--- config.mk ---
export PLATFORM = sky130hd
export DESIGN_NAME = srpp_update
export DESIGN_NICKNAME = d
export VERILOG_FILES = /design/src/sv/srpp_pkg.sv /design/src/sv/srpp_update.sv
export SDC_FILE = /design/constraint.sdc
export NUM_CORES = 1
export LEC_CHECK = 0
export ABC_AREA = 1
export BUFFER_PORTS_ARGS = -buffer_cell sky130_fd_sc_hd__buf_4
export CAP_MARGIN = 20
export CORE_AREA = 10 10 268 270
export DETAILED_ROUTE_END_ITERATION = 12
export DIE_AREA = 0 0 278 280
export SYNTH_ARGS = -nofsm -noshare
export SYNTH_HDL_FRONTEND = slang
export SYNTH_SLANG_ARGS = --single-unit
--- constraint.sdc ---
create_clock -name vclk -period 4.53
set_input_delay 0.6795 -clock vclk [all_inputs]
set_output_delay 0.6795 -clock vclk [all_outputs]
set_load 0.01 [all_outputs]
--- src/sv/srpp_pkg.sv ---
// srpp_pkg: shared constants and types of the stride read prefetch predictor
// holds field widths, stream word layout, action codes and the flag struct
// no dependencies
`default_nettype none

package srpp_pkg;

   // default sizing of the predictor table and its counters
   localparam int ENTRIES_DEF     = 16;
   localparam int OFFSET_BITS_DEF = 48;
   localparam int COUNT_BITS_DEF  = 32;

   // fixed field widths at the ports
   localparam int ACTION_BITS  = 2;
   localparam int HANDLE_BITS  = 4;
   localparam int POS_BITS     = 48;
   localparam int SIZE_BITS    = 32;
   localparam int CNT_OUT_BITS = 32;
   localparam int THR_BITS     = 8;

   localparam logic [THR_BITS-1:0] THR_RESET = 8'd4;

   // stream word widths, padded to whole bytes
   localparam int REQ_FIELD_BITS = ACTION_BITS + HANDLE_BITS + POS_BITS + SIZE_BITS;
   localparam int REQ_TDATA_BITS = ((REQ_FIELD_BITS + 7) / 8) * 8;
   localparam int RSP_FIELD_BITS = 1 + POS_BITS + SIZE_BITS + 1 + 1
                                   + 4 * CNT_OUT_BITS + POS_BITS;
   localparam int RSP_TDATA_BITS = ((RSP_FIELD_BITS + 7) / 8) * 8;

   // access kinds
   localparam logic [ACTION_BITS-1:0] ACT_READ  = 2'd0;
   localparam logic [ACTION_BITS-1:0] ACT_WRITE = 2'd1;
   localparam logic [ACTION_BITS-1:0] ACT_OPEN  = 2'd2;

   // per-access status flags
   typedef struct packed {
      logic pf_valid;
      logic hit;
      logic conflict;
   } flag_type;

endpackage

`default_nettype wire

--- src/sv/srpp_update.sv ---
// srpp_update: next-state logic for one predictor table entry
// pure combinational read/write/open update with saturating counters
// depends on srpp_pkg
`default_nettype none

module srpp_update #(
   parameter int OFFSET_BITS = srpp_pkg::OFFSET_BITS_DEF,
   parameter int COUNT_BITS  = srpp_pkg::COUNT_BITS_DEF
) (
   input  logic [srpp_pkg::ACTION_BITS-1:0] action,
   input  logic [OFFSET_BITS-1:0]           position,
   input  logic [srpp_pkg::SIZE_BITS-1:0]   byte_count,
   input  logic [srpp_pkg::THR_BITS-1:0]    threshold,
   input  logic [COUNT_BITS-1:0]            cur_run,
   input  logic [COUNT_BITS-1:0]            cur_hit,
   input  logic [COUNT_BITS-1:0]            cur_miss,
   input  logic [COUNT_BITS-1:0]            cur_pf_count,
   input  logic [OFFSET_BITS-1:0]           cur_pf_sum,
   input  logic [OFFSET_BITS-1:0]           cur_pred_offset,
   input  logic [srpp_pkg::SIZE_BITS-1:0]   cur_pred_size,
   input  logic [OFFSET_BITS-1:0]           cur_prev_offset,
   output logic [COUNT_BITS-1:0]            nxt_run,
   output logic [COUNT_BITS-1:0]            nxt_hit,
   output logic [COUNT_BITS-1:0]            nxt_miss,
   output logic [COUNT_BITS-1:0]            nxt_pf_count,
   output logic [OFFSET_BITS-1:0]           nxt_pf_sum,
   output logic [OFFSET_BITS-1:0]           nxt_pred_offset,
   output logic [srpp_pkg::SIZE_BITS-1:0]   nxt_pred_size,
   output logic [OFFSET_BITS-1:0]           nxt_prev_offset,
   output srpp_pkg::flag_type               flags
);

   // exact sums of an offset and a length never wrap at this width
   localparam int SUM_BITS = ((OFFSET_BITS > srpp_pkg::SIZE_BITS) ?
                              OFFSET_BITS : srpp_pkg::SIZE_BITS) + 1;

   logic [COUNT_BITS-1:0]  run_inc;
   logic [COUNT_BITS-1:0]  hit_inc;
   logic [COUNT_BITS-1:0]  miss_inc;
   logic [COUNT_BITS-1:0]  pf_inc;
   logic [COUNT_BITS-1:0]  run_rd;
   logic                   read_hit;
   logic                   pf_fire;
   logic [OFFSET_BITS-1:0] stride_offset;
   logic [SUM_BITS-1:0]    sum_full;
   logic [OFFSET_BITS-1:0] sum_sat;
   logic [SUM_BITS-1:0]    end_access;
   logic [SUM_BITS-1:0]    end_pred;
   logic                   overlap;

   assign run_inc  = (&cur_run)      ? cur_run      : cur_run + COUNT_BITS'(1);
   assign hit_inc  = (&cur_hit)      ? cur_hit      : cur_hit + COUNT_BITS'(1);
   assign miss_inc = (&cur_miss)     ? cur_miss     : cur_miss + COUNT_BITS'(1);
   assign pf_inc   = (&cur_pf_count) ? cur_pf_count : cur_pf_count + COUNT_BITS'(1);

   assign read_hit = (position == cur_pred_offset) && (byte_count == cur_pred_size);
   assign run_rd   = read_hit ? run_inc : '0;
   assign pf_fire  = run_rd > COUNT_BITS'(threshold);

   // repeat the last stride, wrapping at the offset width
   assign stride_offset = position + (position - cur_prev_offset);

   assign sum_full = SUM_BITS'(cur_pf_sum) + SUM_BITS'(byte_count);
   assign sum_sat  = ((sum_full >> OFFSET_BITS) != '0) ? '1 : sum_full[OFFSET_BITS-1:0];

   assign end_access = SUM_BITS'(position) + SUM_BITS'(byte_count);
   assign end_pred   = SUM_BITS'(cur_pred_offset) + SUM_BITS'(cur_pred_size);
   assign overlap    = (end_access > SUM_BITS'(cur_pred_offset)) &&
                       (end_pred > SUM_BITS'(position));

   always_comb begin
      nxt_run         = cur_run;
      nxt_hit         = cur_hit;
      nxt_miss        = cur_miss;
      nxt_pf_count    = cur_pf_count;
      nxt_pf_sum      = cur_pf_sum;
      nxt_pred_offset = cur_pred_offset;
      nxt_pred_size   = cur_pred_size;
      nxt_prev_offset = cur_prev_offset;
      flags           = '0;
      unique case (action)
         srpp_pkg::ACT_READ: begin
            flags.hit       = read_hit;
            flags.pf_valid  = pf_fire;
            nxt_run         = run_rd;
            nxt_hit         = read_hit ? hit_inc : cur_hit;
            nxt_miss        = read_hit ? cur_miss : miss_inc;
            nxt_pred_size   = byte_count;
            nxt_pred_offset = stride_offset;
            nxt_prev_offset = position;
            if (pf_fire) begin
               nxt_pf_count = pf_inc;
               nxt_pf_sum   = sum_sat;
            end
         end
         srpp_pkg::ACT_WRITE: begin
            flags.conflict = overlap;
            if (overlap) begin
               nxt_run = '0;
            end
         end
         srpp_pkg::ACT_OPEN: begin
            nxt_run         = '0;
            nxt_hit         = '0;
            nxt_miss        = '0;
            nxt_pf_count    = '0;
            nxt_pf_sum      = '0;
            nxt_pred_offset = '0;
            nxt_pred_size   = '0;
            nxt_prev_offset = '0;
         end
         default: begin
            // unused code leaves the entry untouched
         end
      endcase
   end

endmodule

`default_nettype wire

==> results of run 1 <==
-- cell usage in the layout, fill, tap and decap left out, drive strengths merged, types with 115 or more instances in the layout --
cell type     n
ha          250
nand2      1267
a21oi       332
nor3        115
o21ai       284
inv         685
nand3       272
buf        1521
xor2        149
nor2        573
-- final cells by class --
cell class,count,share of cell area
antenna,15,0.000950
inverter,688,0.0656
multi-input combinational,3738,0.581
tap,873,0.0276
timing repair buffer,1523,0.325
-- layer usage --
| metal | up-vias | wire length, µm |
|---|---|---|
| li1 | 17700 | - |
| met5 | - | 65 |
| met3 | 535 | 16000 |
| met1 | 17800 | 65100 |
| met4 | 12 | 11500 |
| met2 | 2299 | 76300 |
-- cell families (layout without fill, tap and decap cells) --
group | count (synthesis) | after routing | share of synthesized area
simple gates | 2387 | 2388 | 0.432
buf+inv | 795 | 2211 | 0.132
fa+ha+maj | 254 | 254 | 0.139
compound gates | 862 | 862 | 0.208
xor+xnor | 234 | 234 | 0.0890
other cells | 0 | 15 | 0
-- worst max-delay path: cells and delay by family --
kind | cells | cell delay [ns]
AO/OA/AOI/OAI | 6 | 0.85
buffers and inverters | 8 | 0.88
XOR/XNOR | 1 | 0.14
AND/OR/NAND/NOR | 13 | 1.30
adder cells (fa/ha/maj) | 3 | 0.78
-- path summary, 6_finish.rpt --
check | to | from | depth (start not counted) | slack, ns
setup / recovery | nxt_run[26] | cur_pred_offset[0] | 31 | -0.78
hold / removal | nxt_pf_count[31] | cur_pf_count[31] | 4 | 1.67
-- repair_timing --
| action | in CTS | in global routing |
|---|---|---|
| pin swaps | 155 | 179 |
| gates cloned | 22 | 2 |
| hold buffers | 0 | 0 |
| setup buffers | 72 | 25 |
| setup endpoints to repair | 138 | 132 |
| gates resized for setup | 588 | 355 |
-- where the power goes --
part / internal [W] / switching (W) / total [W] / leakage, nW
registers: 0 / 0 / 0 / 0
logic: 0.00212 / 0.00284 / 0.00496 / 20.7
clock network: 0.000000000400 / 0 / 0.000000000400 / 0.0000951
total: 0.00212 / 0.00284 / 0.00496 / 20.7
-- through the flow --
stage                     setup WS (ns)  power (W)  cell area, µm²
after global routing             -0.879    0.00526           39500
after CTS                        -0.689    0.00467           38300
after detailed placement          -1.24    0.00436           34600
after floorplan                 0.00807    0.00202           23200
after global placement            -1.31    0.00436           34600
final                            -0.779    0.00496           39500
-- cell usage after synthesis, drive strengths merged, types with 2 or more instances --
master,instances,area (µm²)
a211oi,4,30.0
a21boi,10,75.1
a21o,19,143
a21oi,332,1660
a22o,9,78.8
a31o,2,17.5
a31oi,42,263
and2,10,62.6
and3,2,12.5
buf,49,238
clkbuf,58,218
clkinv,3,11.3
fa,4,80.1
ha,250,3130
inv,685,2570
nand2,1266,4760
nand3,272,1360
nand3b,23,173
nand4,61,382
nor2,573,2170
nor3,115,587
nor3b,13,97.6
nor4,39,244
o211ai,8,60.1
o21a,21,158
o21ai,284,1420
o21bai,11,82.6
o221ai,6,52.6
o22ai,100,626
o31ai,2,15.0
o32ai,6,52.6
or2,11,68.8
xnor2,85,744
xor2,149,1310
==> results.md, run 1 <==
* Status: complete, but fails checks
* Failing checks: negative setup slack
* Worst vdd ir at 0.0730 mV
* Initial antenna violation count at 20
* DR iter-0 viols at 4,241
* Final Hold Fails at 0
* Most used cell, CP: nand2_2
* Avg Vias per Cell at 5.61
* Placed Cells at 6,723
* Area of the mapped netlist at 23,000 µm²
* Congestion Overflow GR at 0
* Drt first pass iters at 6
* Crit path max-delay cell type: fa_2
* Row cnt at 95
* Setup-failing EPs final at 114
* Worst EP arrival at 4.63 ns
* Met2 usage in global routing at 0.663
* CORE AREA at 66,600 µm²
* First-pass GRT wire length at 239,000 µm
* Seq_cells at 0
* Area Growth Syn to Fin at 71.7%
* Final-layout clock buffer total at 0
* Via Count at 38,400
* RSZ-0062 raised after global routing: true
* Syn Area/Cell at 5.08 µm²
* Busiest grt layer: met2
* Final Critical Period at 5.31 ns
* Worst hold slack at 1.67 ns
* Post-Layout Cell Count at 6,837
* Filler cells at 6,667
* Cells after Synth at 4,532
* Starting density of the core at 0.346
* # DRC at 0
* Slew HR at 0.313
* Worst hold-check path type: in -> out
* Largest net degree at the start of global routing at 132
* LEAKAGE at 20.7 nW
* I/O Buffers at 701
* Worst-path maximum fanout at 8
* Reg area at 0 µm²
* Die ar. at 77,800 µm²
* Post-synthesis sequential area ratio at 0
* Final core occ at 0.594
* Multi-input logic area at 23,000 µm²
* Fmax achieved at 188 MHz
* Period Utilization, post-route at 1.17
* Total global-route track usage at 0.403
* Crit end category: primary output
* Post-DP HPWL at 143,000 µm
* Width of the die at 278 µm
* Worst Slack Setup Final at -0.779 ns
* I/O pin count at 701
* Fin nets at 6,599
* Final-report max-slew violation count at 0
* TNS Setup at -76.35 ns
* Critical path launch point type: input port
* Slew @ Worst Pin at 1.03 ns
* Routability cong. at 1.10
* Met3 GRT Util at 0.0696
* Synth cell types at 52
* WL per Instance at 24.7 µm
* Critical Path RT at 3.85 ns
* M1 GR Usage at 0.491
* DRT antenna net count at 0
* Power per cell area at 126 nW/µm²
* Yosys Warn Count at 0
* WL final at 169,000 µm
* Synth Net Count at 5,180
* Vias in the first global route at 37,000
* Slowest Stage Delay on Critical Path at 0.35 ns
* Type of the worst setup path: in -> out
* Die height at 280 µm
* Total of max-cap violations at 0
* Share of layout cells above drive strength 1 at 0.352
(Power assumes the default switching activity.)
==> run 2, diff against run 1 <==
CORE_AREA = 10 10 263 265   (was 10 10 268 270)
DIE_AREA = 0 0 273 275   (was 0 0 278 280)
clock period = 6 ns   (was 4.53 ns; I/O delays follow)
==> results.md, run 2 (same netlist as run 1, synthesis figures left out) <==
* Met3 GRT Util at 0.0726 (+0.00302)
* Slew HR at 0.336 (+0.0227)
* WL final at 160,000 µm (-5.5%)
* Hold Path Depth at 4 (unchanged)
* I/O pin count at 701 (unchanged)
* Period Utilization, post-route at 0.980
* Power per cell area at 99.4 nW/µm² (-21%)
* Busiest grt layer: met2
* Met2 usage in global routing at 0.658 (-0.00484)
* WL per Instance at 25.6 µm (+3.5%)
* Post-DP HPWL at 140,000 µm (-2.2%)
* Sw Pwr at 0.00193 W (-32%)
* Final Critical Period at 5.88 ns
* Worst-path maximum fanout at 31 (+23)
* Commonest non-fill, non-tap cell in the layout: nand2_1
* Worst EP arrival at 4.98 ns (+0.35 ns)
* Switching share of total power at 0.616 (+0.0436)
* Share of layout cells above drive strength 1 at 0.199 (-0.153)
* Combinational share of power at 1.000 (about the same)
* Vias in the first global route at 34,100 (-7.7%)
* Final-report max-slew violation count at 0 (unchanged)
* Die ar. at 75,100 µm² (-3.6%)
* DRT antenna net count at 0 (unchanged)
* Initial antenna violation count at 23 (+15%)
* Die height at 275 µm (-1.8%)
* Row cnt at 93 (-2.1%)
* Hold EP: nxt_pf_count[16]
* Routability cong. at 1.10 (-0.77%)
* Sequential power share at 0 (unchanged)
* Total global-route track usage at 0.395 (-0.00762)
* # DRC at 0 (unchanged)
* CORE AREA at 63,900 µm² (-4.0%)
* Worst vdd ir at 0.0477 mV (-35%)
* Total of max-cap violations at 0 (unchanged)
* First-pass GRT wire length at 223,000 µm (-6.9%)
* Placed Cells at 6,212 (-7.6%)
* Critical Path RT at 5.10 ns (+1.25 ns)
* Final Instance Area at 31,500 µm² (-20%)
* Area post-placement at 30,700 µm² (-11%)
* Status: complete, no violations
* Setup-failing EPs final at 0 (-100%)
* TNS Setup at 0 ns (+76.35 ns)
* Reg area at 0 µm² (unchanged)
* Critical path launch point type: input port
* Congestion Overflow GR at 0 (unchanged)
* Post-Layout Cell Count at 6,243 (-8.7%)
* Area Growth Syn to Fin at 36.6%
* Worst hold slack at 2.11 ns (+0.444 ns)
* Fmax achieved at 170 MHz
* Seq_cells at 0 (unchanged)
* Worst hold-check path type: in -> out
* Fin nets at 6,020 (-8.8%)
* Hold Crit Start: cur_pf_count[16]
* Final-layout clock buffer total at 0 (unchanged)
* Crit end category: primary output
* Largest net degree at the start of global routing at 132 (unchanged)
* Avg Vias per Cell at 5.69 (+1.3%)
* Final Hold Fails at 0 (unchanged)
* Width of the die at 273 µm (-1.8%)
* Via Count at 35,500 (-7.5%)
* Drt first pass iters at 6 (unchanged)
* Commonest non-fill, non-tap cells in the layout: nand2_1 (1,242), buf_4 (932), inv_1 (676), nor2_1 (554), a21oi_1 (316)
* Type of the worst setup path: in -> out
* M1 GR Usage at 0.461 (-0.0306)
* Clk network pwr share at 0 (unchanged)
* Dpl ws at -0.346 ns (+0.897 ns)
* Worst Slack Setup Final at 0.117 ns (+0.896 ns)
* DR iter-0 viols at 3,711 (-12%)
* Int Power at 0.00120 W (-43%)
* LEAKAGE at 16.5 nW (-20%)
* Slew @ Worst Pin at 0.986 ns (-0.0445 ns)
* I/O Buffers at 701 (unchanged)
* Starting density of the core at 0.360 (+0.0145)
-- run 2: changes by cell type in the layout (fill, tap and decap cells not counted), sizes merged --
cell	change
inv	-3
buf	-577
clkinvlp	+3
diode	+3
nand2	-1
clkbuf	-1
-- run 2: cell type report --
type	count	area, µm²
fill	7143	32400
inverter	688	2600
timing repair buffer	945	7220
multi-input combinational	3737	20500
antenna	18	45.0
tap	855	1070
-- run 2: power by group through the flow --
stage / Sequential (W) / Clock, W / Combinational (W)
5_1_grt: 0 / 0.000000000380 / 0.00334
6_report: 0 / 0.000000000403 / 0.00313
3_3_place_gp: 0 / 0 / 0.00296
4_1_cts: 0 / 0 / 0.00300
2_1_floorplan: 0 / 0 / 0.00151
3_5_place_dp: 0 / 0 / 0.00296
-- run 2: repair_timing --
action	in CTS	in global routing
cloned	2	1
pin swaps	9	45
gates resized for setup	41	108
setup endpoints to repair	113	114
hold buffers	0	0
setup buffers	4	11
-- run 2: critical path, stage by stage --
cell and delay, ns:
buf_4 0.15, buf_4 0.16, xnor2_1 0.23, buf_4 0.19
nand2_1 0.06, nor2_1 0.11, nand2_1 0.05, nor2_1 0.18
nand2_1 0.16, nor2_4 0.26, o21ai_0 0.18, a22oi_1 0.25
ha_1 0.27, nand2_1 0.09, nor2_1 0.05, nand2_1 0.06
o211ai_1 0.09, o41ai_1 0.09, nand2_1 0.10, nor2_1 0.14
nand2_1 0.11, nor2_4 0.18, buf_4 0.15, buf_12 0.19
nand3_1 0.10, nand3_1 0.13, nand2_1 0.12, buf_4 0.17
-- run 2: routing by layer --
metal / up-vias / wire [µm]
li1: 16600 / -
met1: 16300 / 60000
met2: 2115 / 72400
met3: 492 / 15200
met4: 8 / 12000
met5: - / 58
-- run 2: worst max-delay path by stage --
| stage | depth (start not counted) | start | to | slack (ns) |
|---|---|---|---|---|
| finish | 28 | position[2] | nxt_pf_sum[1] | 0.12 |
| global route | 27 | cur_pred_offset[3] | nxt_run[19] | -0.04 |
| CTS | 30 | cur_pred_offset[0] | nxt_run[20] | 0.008 |
| detailed placement | 29 | cur_pred_offset[0] | nxt_run[25] | -0.35 |
| global placement | 29 | cur_pred_offset[0] | nxt_run[4] | -0.33 |
| floorplan | 27 | cur_pred_offset[0] | nxt_run[22] | 0.69 |
-- run 2: through the flow --
stage | utilization | power [W]
3_5_place_dp | 0.481 | 0.00296
5_1_grt | 0.492 | 0.00334
3_3_place_gp | 0.481 | 0.00296
2_1_floorplan | - | 0.00151
6_report | 0.492 | 0.00313
4_1_cts | 0.484 | 0.00300
